===== config.mk =====
export PLATFORM = sky130hd
export DESIGN_NAME = direct_mapped_cache_hit_counter_flat
export DESIGN_NICKNAME = d
export VERILOG_FILES = /design/src/hdl/dmc_pkg.sv /design/src/hdl/dmc_if.sv /design/src/hdl/direct_mapped_cache_hit_counter.sv /design/src/flat_wrapper.sv
export SDC_FILE = /design/constraint.sdc
export NUM_CORES = 2
export LEC_CHECK = 0
export ABC_AREA = 1
export BUFFER_PORTS_ARGS = -buffer_cell sky130_fd_sc_hd__clkbuf_2
export CORE_MARGIN = 2
export CORE_UTILIZATION = 45
export DETAILED_ROUTE_END_ITERATION = 16
export PLACE_DENSITY = 0.66
export RECOVER_POWER = 100
export SLEW_MARGIN = 20
export SYNTH_ARGS = -nofsm -noshare
export SYNTH_HDL_FRONTEND = slang
export SYNTH_SLANG_ARGS = --single-unit

===== constraint.sdc =====
create_clock -name clk -period 5.7 [get_ports clk]
set_input_delay 0.57 -clock clk [delete_from_list [all_inputs] [get_ports clk]]
set_output_delay 0.57 -clock clk [all_outputs]
set_load 0.01 [all_outputs]

===== src/hdl/dmc_pkg.sv =====
`default_nettype none
package dmc_pkg;

	localparam int ADDR_W = 32;
	localparam int CNT_W  = 32;

	localparam int MAX_LINES_DEF  = 64;
	localparam int ADDR_WIDTH_DEF = 32;

	localparam int OFF_W = 4;
	localparam int IDXW_W = 3;

	localparam int CFG_IDX_W  = 1;
	localparam int CFG_DATA_W = 4;

	localparam logic [CFG_IDX_W-1:0] REG_OFFSET_SHIFT = 1'd0;
	localparam logic [CFG_IDX_W-1:0] REG_INDEX_WIDTH  = 1'd1;

	localparam logic [OFF_W-1:0]  OFFSET_SHIFT_RST = 4'd4;
	localparam logic [IDXW_W-1:0] INDEX_WIDTH_RST  = 3'd3;

endpackage
`default_nettype wire


===== src/hdl/dmc_if.sv =====
`default_nettype none
interface dmc_addr_if;
	logic                       valid;
	logic                       ready;
	logic [dmc_pkg::ADDR_W-1:0] address;

	modport source (output valid, output address, input ready);
	modport sink   (input valid, input address, output ready);
endinterface

interface dmc_res_if;
	logic                      valid;
	logic                      ready;
	logic                      hit;
	logic [dmc_pkg::CNT_W-1:0] hit_total;
	logic [dmc_pkg::CNT_W-1:0] miss_total;

	modport source (output valid, output hit, output hit_total, output miss_total, input ready);
	modport sink   (input valid, input hit, input hit_total, input miss_total, output ready);
endinterface
`default_nettype wire


===== src/hdl/direct_mapped_cache_hit_counter.sv =====
// Pipeline: the tag and valid reads are registered when an item is accepted; the compare and the
// count update are registered when that item advances to the output register.
// Throughput: one item per cycle unless the result is stalled; a back-to-back access to the line
// just written is served from the write-forwarding register, so the tag memory port never stalls it.
// Reset: counters and configuration return to their reset values, then a clearing pass over all
// MAX_LINES entries zeroes the valid memory; no item is accepted during that pass.
`default_nettype none
module direct_mapped_cache_hit_counter #(
	parameter int MAX_LINES  = dmc_pkg::MAX_LINES_DEF,
	parameter int ADDR_WIDTH = dmc_pkg::ADDR_WIDTH_DEF
) (
	input  wire logic                           clk,
	input  wire logic                           arst_n,
	input  wire logic                           cfg_we,
	input  wire logic [dmc_pkg::CFG_IDX_W-1:0]  cfg_index,
	input  wire logic [dmc_pkg::CFG_DATA_W-1:0] cfg_wdata,
	dmc_addr_if.sink                            lookup,
	dmc_res_if.source                           result
);

	localparam int EFF_AW  = (ADDR_WIDTH < dmc_pkg::ADDR_W) ? ADDR_WIDTH : dmc_pkg::ADDR_W;
	localparam int TAG_W   = EFF_AW;
	localparam int LINE_AW = (MAX_LINES > 1) ? $clog2(MAX_LINES) : 1;
	localparam int LIMIT   = $clog2(MAX_LINES + 1) - 1;
	localparam logic [63:0] MASK64 = (64'd1 << EFF_AW) - 64'd1;
	localparam logic [dmc_pkg::ADDR_W-1:0] ADDR_MASK = MASK64[dmc_pkg::ADDR_W-1:0];
	localparam logic [LINE_AW-1:0] LAST_LINE = LINE_AW'(MAX_LINES - 1);
	localparam logic [3:0] LIMIT_W = 4'(LIMIT);

	logic [dmc_pkg::OFF_W-1:0]  off_q;
	logic [dmc_pkg::IDXW_W-1:0] idxw_q;

	logic               clr_q;
	logic [LINE_AW-1:0] clr_cnt_q;

	logic               vld_mem [MAX_LINES];
	logic [TAG_W-1:0]   tag_mem [MAX_LINES];

	logic               busy_s1;
	logic [LINE_AW-1:0] line_s1;
	logic [TAG_W-1:0]   tag_s1;
	logic               rd_vld_s1;
	logic [TAG_W-1:0]   rd_tag_s1;

	logic               fwd_vld_q;
	logic [LINE_AW-1:0] fwd_line_q;
	logic [TAG_W-1:0]   fwd_tag_q;

	logic                      out_vld_q;
	logic                      hit_q;
	logic [dmc_pkg::CNT_W-1:0] hit_cnt_q;
	logic [dmc_pkg::CNT_W-1:0] miss_cnt_q;

	logic [dmc_pkg::ADDR_W-1:0] addr_m;
	logic [dmc_pkg::ADDR_W-1:0] block;
	logic [dmc_pkg::ADDR_W-1:0] tag_full;
	logic [3:0]                 ibits;
	logic [LINE_AW-1:0]         line_mask;
	logic [LINE_AW-1:0]         line_in;
	logic                       accept;
	logic                       adv_s1;
	logic                       cur_vld;
	logic [TAG_W-1:0]           cur_tag;
	logic                       hit_s1;
	logic                       miss_wr;

	// Address split
	always_comb begin
		addr_m   = lookup.address & ADDR_MASK;
		block    = addr_m >> off_q;
		ibits    = ({1'b0, idxw_q} < LIMIT_W) ? {1'b0, idxw_q} : LIMIT_W;
		tag_full = block >> ibits;
		for (int j = 0; j < LINE_AW; j++) begin
			line_mask[j] = (j < int'(ibits));
		end
		line_in = block[LINE_AW-1:0] & line_mask;
	end

	assign adv_s1       = busy_s1 && (!out_vld_q || result.ready);
	assign lookup.ready = !clr_q && (!busy_s1 || adv_s1);
	assign accept       = lookup.valid && lookup.ready;

	// Take the entry just written when the memory read raced the write
	always_comb begin
		if (fwd_vld_q && (fwd_line_q == line_s1)) begin
			cur_vld = 1'b1;
			cur_tag = fwd_tag_q;
		end else begin
			cur_vld = rd_vld_s1;
			cur_tag = rd_tag_s1;
		end
		hit_s1  = cur_vld && (cur_tag == tag_s1);
		miss_wr = adv_s1 && !hit_s1;
	end

	always_ff @(posedge clk or negedge arst_n) begin
		if (!arst_n) begin
			off_q  <= dmc_pkg::OFFSET_SHIFT_RST;
			idxw_q <= dmc_pkg::INDEX_WIDTH_RST;
		end else if (cfg_we) begin
			case (cfg_index)
				dmc_pkg::REG_OFFSET_SHIFT: off_q  <= cfg_wdata[dmc_pkg::OFF_W-1:0];
				dmc_pkg::REG_INDEX_WIDTH:  idxw_q <= cfg_wdata[dmc_pkg::IDXW_W-1:0];
				default: ;
			endcase
		end
	end

	always_ff @(posedge clk or negedge arst_n) begin
		if (!arst_n) begin
			clr_q     <= 1'b1;
			clr_cnt_q <= '0;
		end else if (clr_q) begin
			if (clr_cnt_q == LAST_LINE) begin
				clr_q <= 1'b0;
			end
			clr_cnt_q <= clr_cnt_q + 1'b1;
		end
	end

	// Valid memory: cleared by the sweep, set on a miss
	always_ff @(posedge clk) begin
		if (clr_q) begin
			vld_mem[clr_cnt_q] <= 1'b0;
		end else if (miss_wr) begin
			vld_mem[line_s1] <= 1'b1;
		end
		if (accept) begin
			rd_vld_s1 <= vld_mem[line_in];
		end
	end

	always_ff @(posedge clk) begin
		if (miss_wr) begin
			tag_mem[line_s1] <= tag_s1;
		end
		if (accept) begin
			rd_tag_s1 <= tag_mem[line_in];
		end
	end

	always_ff @(posedge clk) begin
		if (accept) begin
			line_s1 <= line_in;
			tag_s1  <= tag_full[TAG_W-1:0];
		end
		if (miss_wr) begin
			fwd_line_q <= line_s1;
			fwd_tag_q  <= tag_s1;
		end
		if (adv_s1) begin
			hit_q <= hit_s1;
		end
	end

	always_ff @(posedge clk or negedge arst_n) begin
		if (!arst_n) begin
			busy_s1    <= 1'b0;
			fwd_vld_q  <= 1'b0;
			out_vld_q  <= 1'b0;
			hit_cnt_q  <= '0;
			miss_cnt_q <= '0;
		end else begin
			if (accept) begin
				busy_s1 <= 1'b1;
			end else if (adv_s1) begin
				busy_s1 <= 1'b0;
			end
			if (miss_wr) begin
				fwd_vld_q <= 1'b1;
			end
			if (adv_s1) begin
				out_vld_q <= 1'b1;
				if (hit_s1) begin
					if (hit_cnt_q != '1) begin
						hit_cnt_q <= hit_cnt_q + 1'b1;
					end
				end else if (miss_cnt_q != '1) begin
					miss_cnt_q <= miss_cnt_q + 1'b1;
				end
			end else if (result.ready) begin
				out_vld_q <= 1'b0;
			end
		end
	end

	assign result.valid      = out_vld_q;
	assign result.hit        = hit_q;
	assign result.hit_total  = hit_cnt_q;
	assign result.miss_total = miss_cnt_q;

endmodule
`default_nettype wire

===== src/flat_wrapper.sv =====
// flat-port wrapper written by rule: the top's interface ports become plain ports
module direct_mapped_cache_hit_counter_flat 
#(
	parameter int MAX_LINES  = dmc_pkg::MAX_LINES_DEF,
	parameter int ADDR_WIDTH = dmc_pkg::ADDR_WIDTH_DEF
)
  (clk, arst_n, cfg_we, cfg_index, cfg_wdata, lookup_valid, lookup_address, lookup_ready, result_valid, result_hit, result_hit_total, result_miss_total, result_ready);
  dmc_addr_if lookup_i ();
  dmc_res_if result_i ();
  input  wire logic clk;
  input  wire logic arst_n;
  input  wire logic cfg_we;
  input  wire logic [dmc_pkg::CFG_IDX_W-1:0] cfg_index;
  input  wire logic [dmc_pkg::CFG_DATA_W-1:0] cfg_wdata;
  input wire logic [$bits(lookup_i.valid)-1:0] lookup_valid;
  input wire logic [$bits(lookup_i.address)-1:0] lookup_address;
  output wire logic [$bits(lookup_i.ready)-1:0] lookup_ready;
  output wire logic [$bits(result_i.valid)-1:0] result_valid;
  output wire logic [$bits(result_i.hit)-1:0] result_hit;
  output wire logic [$bits(result_i.hit_total)-1:0] result_hit_total;
  output wire logic [$bits(result_i.miss_total)-1:0] result_miss_total;
  input wire logic [$bits(result_i.ready)-1:0] result_ready;
  assign lookup_i.valid = lookup_valid;
  assign lookup_i.address = lookup_address;
  assign lookup_ready = lookup_i.ready;
  assign result_valid = result_i.valid;
  assign result_hit = result_i.hit;
  assign result_hit_total = result_i.hit_total;
  assign result_miss_total = result_i.miss_total;
  assign result_i.ready = result_ready;
  direct_mapped_cache_hit_counter #(.MAX_LINES(MAX_LINES), .ADDR_WIDTH(ADDR_WIDTH)) u_core (.clk(clk), .arst_n(arst_n), .cfg_we(cfg_we), .cfg_index(cfg_index), .cfg_wdata(cfg_wdata), .lookup(lookup_i), .result(result_i));
endmodule

; Word-level counts from Yosys, hierarchy flattened
; Memory sizes are Yosys's and may differ from the RTL's. A register that Yosys moved wholly into a read port is not among the register bits.
; Index checks and enable logic that the tools add are counted.
; Widths: inputs -> output; s select.
[op_classes]
n_shift = 2
add_sub_neg = 3
n_bitwise = 3
order_cmp = 7
mux = 18
eq_ne = 5
reduce_logical = 19
[ops]
columns = op, n
row1 = $add 32x1->32 const B, 2
row2 = $ne 32x32->1 const B, 2
row3 = $shr 32x4->32, 2
row4 = $eq 32x32->1, 1
row5 = $mux 32, 1
row6 = $mux 1, 15
row7 = $lt 1x4->1 const A, 2
row8 = $lt 2x4->1 const A, 2
row9 = $lt 3x4->1 const A, 2
row10 = $add 6x1->6 const B, 1
row11 = $and 6x6->6, 1
row12 = $eq 6x6->1, 1
row13 = $eq 6x6->1 const B, 1
row14 = $logic_and 1x1->1, 6
row15 = $mux 6, 1
row16 = $reduce_and 3->1, 2
row17 = $logic_not 1->1, 4
row18 = $reduce_and 2->1, 2
row19 = $reduce_bool 2->1, 2
row20 = $lt 3x3->1 const B, 1
row21 = $mux 3, 1
row22 = $logic_or 1x1->1, 2
row23 = $not 1->1, 2
row24 = $reduce_or 1->1, 1
[word_totals]
elab_cells = 73
reg_bits = 158
inputBits = 42
ram_bits = 2112
n_memories = 2
[memory_table]
columns = memory, depth, width, rd, rd_clocked_by_memory_dff, write_ports, line
row1 = u_core.tag_mem, 64, 32, 1, 1, 1, direct_mapped_cache_hit_counter.sv:37  ; logic [TAG_W-1:0] tag_mem [MAX_LINES];
row2 = u_core.vld_mem, 64, 1, 1, 1, 1, direct_mapped_cache_hit_counter.sv:36  ; logic vld_mem [MAX_LINES];

; Longest topological paths before layout
[depth]
ltp_word = 12
mapped_depth = 24
depth_no_buf = 24

; Worst setup path before layout
; OpenSTA, ideal clock, no wires.
[synth_timing]
kind = reg2reg
startpoint = reg u_core.line_s1[4]
endpoint = mem u_core.tag_mem[13][0] (netlist bit), enable pin
required_ns = 5.239
path_buffers = 2
synth_period_minus_slack_ns = 4.737
slack_ns = 0.963
path_stages_with_launch = 20
arrival_ns = 4.276
path_cell_list = edfxtp_1 inv_1 nand2_1 nand2_1 nand2_1 nor2_2 nand2_2 buf_2 nand2_1 nand3_1 nand2_1 inv_1 nand2_1 nor2_1 nand2_1 nor2_2 nand3_4 nand2_1 buf_2 nor3_1
[synth_between]
elab_chain_cells = 9
elab_cells_between_ends = 10
classes_between = eq/ne (2) / mux (4) / reduce/logical (4)
[synth_rtl]
columns = element, line
row1 = "start, declared", direct_mapped_cache_hit_counter.sv:40  ; logic [LINE_AW-1:0] line_s1;
row2 = "start signal, assigned", direct_mapped_cache_hit_counter.sv:144  ; line_s1 <= line_in;
row3 = $eq 6x6->1, direct_mapped_cache_hit_counter.sv:85  ; if (fwd_vld_q && (fwd_line_q == line_s1)) begin
row4 = $logic_and 1x1->1, direct_mapped_cache_hit_counter.sv:85
row5 = $mux 32, direct_mapped_cache_hit_counter.sv:85
row6 = $eq 32x32->1, direct_mapped_cache_hit_counter.sv:92  ; hit_s1 = cur_vld && (cur_tag == tag_s1);
row7 = $logic_and 1x1->1, direct_mapped_cache_hit_counter.sv:92
row8 = $logic_not 1->1, direct_mapped_cache_hit_counter.sv:93  ; miss_wr = adv_s1 && !hit_s1;
row9 = $logic_and 1x1->1, direct_mapped_cache_hit_counter.sv:93
row10 = $mux 1, direct_mapped_cache_hit_counter.sv:134  ; if (miss_wr) begin
row11 = $mux 1 (implied by the code), direct_mapped_cache_hit_counter.sv:135  ; tag_mem[line_s1] <= tag_s1;
row12 = "end, declared", direct_mapped_cache_hit_counter.sv:37
; Parallel ways exist; a longest one is shown, timed or not.

; Final worst setup path
[layout_timing]
startpoint = reg u_core.tag_s1[30]
endpoint = mem u_core.tag_mem[30][8] (netlist bit), enable pin
[layout_between]
elab_chain_cells = 6
[layout_rtl]
columns = element, line
row1 = "start, declared", direct_mapped_cache_hit_counter.sv:41  ; logic [TAG_W-1:0] tag_s1;
row2 = "start signal, assigned", direct_mapped_cache_hit_counter.sv:145  ; tag_s1 <= tag_full[TAG_W-1:0];
row3 = $eq 32x32->1, direct_mapped_cache_hit_counter.sv:92
row4 = $logic_and 1x1->1, direct_mapped_cache_hit_counter.sv:92
row5 = $logic_not 1->1, direct_mapped_cache_hit_counter.sv:93
row6 = $logic_and 1x1->1, direct_mapped_cache_hit_counter.sv:93
row7 = $mux 1, direct_mapped_cache_hit_counter.sv:134
row8 = $mux 1 (implied by the code), direct_mapped_cache_hit_counter.sv:135
; Every way passes these cells.

==> impl_metrics.py <==
metrics = {
    "setup_path": {
        "worst_setup_end_kind": "flop",
        "critical_path.cell_chain": "clkbuf_1, nand3b_1, nand2_1, nand2_1, nor2_1, nand2_1, nor2_2, nand3_4, nand2_1, nor2_1, nand2_1, nor2_4, clkbuf_1",
        "crit_top_cell": "nand2_1",
        "criticalPathCategory": "reg2reg",
        "critical_path.startpoint_type": "flop",
        "timing.reg2reg.worst_path_depth": 13,
        "timing.critical_path.slowest_cell_delay_ns": 1.72,
        "critPathMaxFanout": 29,
        "cp_data_arrival_time_ns": 6.06,
        "critical_path_required_ns": 6.21,
        "critical_path.slowest_cell": "clkbuf_1",
    },
    "synthesis": {
        "yosys.cell_types.count": 50,
        "synth-warning-count": 0,
        "syn_avg_cell_area_um2": 12.0,
        "ys_seq_area_frac": 0.719,
        "async_flop_share": 0.0352,
        "ys_seq_elements": 2303,
        "synth.net_count": 7988,
        "synth_area_um2": 95700,
        "synth-edff-count": 2222,
        "top_ff_cell_synth": "edfxtp_1",
        "post_synth_inst_count": 7943,
    },
    "floorplanning": {
        "core_area_um2": 212000,
        "rows": 169,
        "die_height_um": 465,
        "initial_core_util": 0.452,
        "top_level_ports": 109,
        "die_width_um": 465,
        "design.die.area_um2": 216000,
    },
    "detailed_routing": {
        "detail_route.vias_per_cell": 5.89,
        "drt_iter0_markers": 8869,
        "total_vias_in_the_final_route": 65000,
        "route.detailed.wl_per_inst_um": 25.6,
        "postRouteWirelength_mm": 282,
        "drcViolationCount": 0,
        "drtAntennaViolNets": 0,
        "detail_route.first_pass.iterations": 6,
    },
    "timing": {
        "setup_viol": 0,
        "clock_skew_ns": 0.0384,
        "layout_setup_ws_ns": 0.148,
        "timing.max_slew.rel_slack": -1.87,
        "fmax_mhz": 180,
        "fin_crit_sh": 0.974,
        "finalMaxSlewViolations": 2069,
        "grt_setup_unrepaired": "no",
        "final.setup.tns_ns": 0,
        "worst_slew_pin_slew_ns": 4.30,
        "layout_min_cycle_time_ns": 5.55,
        "final-hold-violation-count": 0,
    },
    "final_layout": {
        "layout.cells.non_filler": 11000,
        "most-common-layout-cells": "2222 x edfxtp_1, 1648 x nor2_1, 1115 x o21ai_0",
        "area_growth_syn_to_layout_pct": 11.9,
        "final_cell_area_um2": 107000,
        "layout.cells.most_common": "edfxtp_1",
        "finalNetCount": 8063,
        "utilization": 0.506,
        "filler_cell_count": 18100,
        "drive_gt1_frac": 0.0827,
    },
    "power_and_ir_drop": {
        "areal_power_density_over_the_cells_nw_per_um2": 411,
        "power.leakage_nw": 35.1,
        "ir_drop_mv": 0.410,
    },
    "grt": {
        "overflow": 0,
        "grt_antenna_before_repair": 13,
        "global_route_wire_length_before_repair_mm": 412,
        "first_global_vias": 62300,
        "global_route.usage.total": 0.255,
        "grt_max_degree": 147,
    },
    "clock_tree": {
        "cts.htree.levels": 4,
        "cts-root-buf": "clkbuf_16",
        "tritoncts": "built",
        "cts_buffer_depth": 3,
        "cts.clk_slew.worst_paths_ns": 0.06,
        "tritoncts.num_buffers": 224,
        "cts_resized": 0,
        "post-cts-setup-buffers": 0,
        "worst_skew_late_latency_ns": 0.88,
        "cts_hold_buf": 7,
        "clock_net_sink_count": 2303,
    },
    "placed_design": {
        "place.gp.congestion": 0.940,
        "placement.setup.worst_slack_ns": 0.563,
        "post_dp_cell_area_um2": 101000,
        "hpwlAfterDp_mm": 165,
        "portBuffers": 108,
        "numPlacedInstances": 10600,
    },
    "min_path": {
        "min_path_cells": 4,
        "hold_path.class": "in2reg",
    },
    "status": {
        "status": "finished, violations left",
        "failed_checks": "max-capacitance violations, max-slew violations",
    },
    "job": {
        "max_capacitance_violation_count": 51,
    },
}
==> stage by stage <==
step | total power [mW] | hold slack (ns)
after floorplan | 25.7 | 0.274
after global placement | 29.5 | 0.460
after detailed placement | 29.6 | 0.455
after CTS | 44.0 | 0.0109
after global routing | 45.6 | 0.0586
final | 44.0 | 0.0906
==> power breakdown <==
group | leakage [nW] | switching, mW | internal, mW | total, mW
registers | 21.2 | 0.287 | 19.6 | 19.9
clock network | 3.48 | 6.46 | 8.10 | 14.6
logic | 10.5 | 7.13 | 2.42 | 9.56
==> final cells by class <==
type	instances	area, um2	share of cell area
antenna	6	15.0	0.000140
clock buffer	272	5790	0.0540
clock inverter	144	1360	0.0127
inverter	154	598	0.00558
multi-input combinational	4967	24400	0.228
sequential	2303	68800	0.642
tap	2821	3530	0.0330
timing repair buffer	368	2650	0.0247
==> layer usage <==
layer | share of wire | vias up | routed length (um) | global-route usage
met5 | 0.000078 | - | 22 | 0
met4 | 0.051 | 4 | 14300 | 0.116
met3 | 0.10 | 509 | 28400 | 0.0515
met2 | 0.44 | 3333 | 124000 | 0.385
met1 | 0.41 | 32100 | 115000 | 0.358
li1 | - | 29000 | - | -
==> path summary, 6_finish.rpt <==
path / startpoint / slack (ns) / to
setup / recovery: u_core.tag_s1[30] / 0.15 / u_core.tag_mem[30][8]
hold / removal: cfg_we / 0.09 / u_core.idxw_q[0]
setup reg to reg: u_core.tag_s1[30] / 0.15 / u_core.tag_mem[30][8]
hold reg to reg: u_core.fwd_vld_q / 0.46 / u_core.fwd_vld_q
max in group asynchronous: arst_n / 1.26 / u_core.result.hit_total[21]
min in group asynchronous: arst_n / 0.65 / u_core.result.miss_total[9]
==> kinds of logic after synthesis <==
kind of cell,after synthesis,synth area share
and+or+nand+nor,3174,0.140
xor gates and xnor gates,66,0.00604
buffers and inverters,673,0.0279
muxes,35,0.00366
adders and majority gates,3,0.000392
DFF,2303,0.719
AOI/OAI and AO/OA,1689,0.103
==> critical path: cells and delay by family (launching register included) <==
kind | cells | cell delay [ns]
buf+inv | 2 | 2.19
flops | 1 | 0.31
simple gates | 11 | 2.65
==> synthesized netlist by cell type, types with 2 or more instances <==
master | count | area, um2
a21o_1 | 9 | 67.6
a21oi_1 | 9 | 45.0
a31oi_1 | 3 | 18.8
buf_1 | 37 | 139
buf_2 | 93 | 465
buf_4 | 4 | 30.0
clkbuf_1 | 384 | 1440
clkinv_1 | 4 | 15.0
dfrtp_1 | 77 | 1930
dfstp_2 | 4 | 105
edfxtp_1 | 2222 | 66700
ha_1 | 3 | 37.5
inv_1 | 143 | 537
inv_2 | 7 | 26.3
mux2i_1 | 35 | 350
nand2_1 | 543 | 2040
nand2_2 | 7 | 43.8
nand3_1 | 750 | 3750
nand3_4 | 2 | 35.0
nand3b_1 | 11 | 82.6
nand4_1 | 27 | 169
nand4_2 | 8 | 100
nor2_1 | 1678 | 6300
nor2_2 | 3 | 18.8
nor3_1 | 42 | 210
nor3b_1 | 2 | 15.0
nor4_1 | 22 | 138
o211ai_1 | 470 | 3530
o21a_1 | 68 | 510
o21ai_0 | 1113 | 5570
o21ai_1 | 6 | 30.0
o21ai_2 | 3 | 26.3
or2_2 | 72 | 450
or3b_2 | 2 | 17.5
xnor2_1 | 18 | 158
xor2_1 | 48 | 420
==> state kept, by name (all words and copies together), names as in the netlist <==
| signal | count |
|---|---|
| u_core.idxw_q | 3 |
| u_core.tag_mem | 2048 |
| u_core.fwd_vld_q | 1 |
| u_core.result.miss_total | 32 |
| u_core.tag_s1 | 32 |
| u_core.busy_s1 | 1 |
| u_core.rd_tag_s1 | 32 |
| u_core.off_q | 4 |
| u_core.result.hit | 1 |
| u_core.vld_mem | 64 |
| u_core.line_s1 | 6 |
| u_core.rd_vld_s1 | 1 |
| u_core.clr_cnt_q | 6 |
| u_core.clr_q | 1 |
| u_core.fwd_line_q | 6 |
| u_core.fwd_tag_q | 32 |
| u_core.result.valid | 1 |
| u_core.result.hit_total | 32 |
No activity file was read; power rests on OpenSTA's default activity.
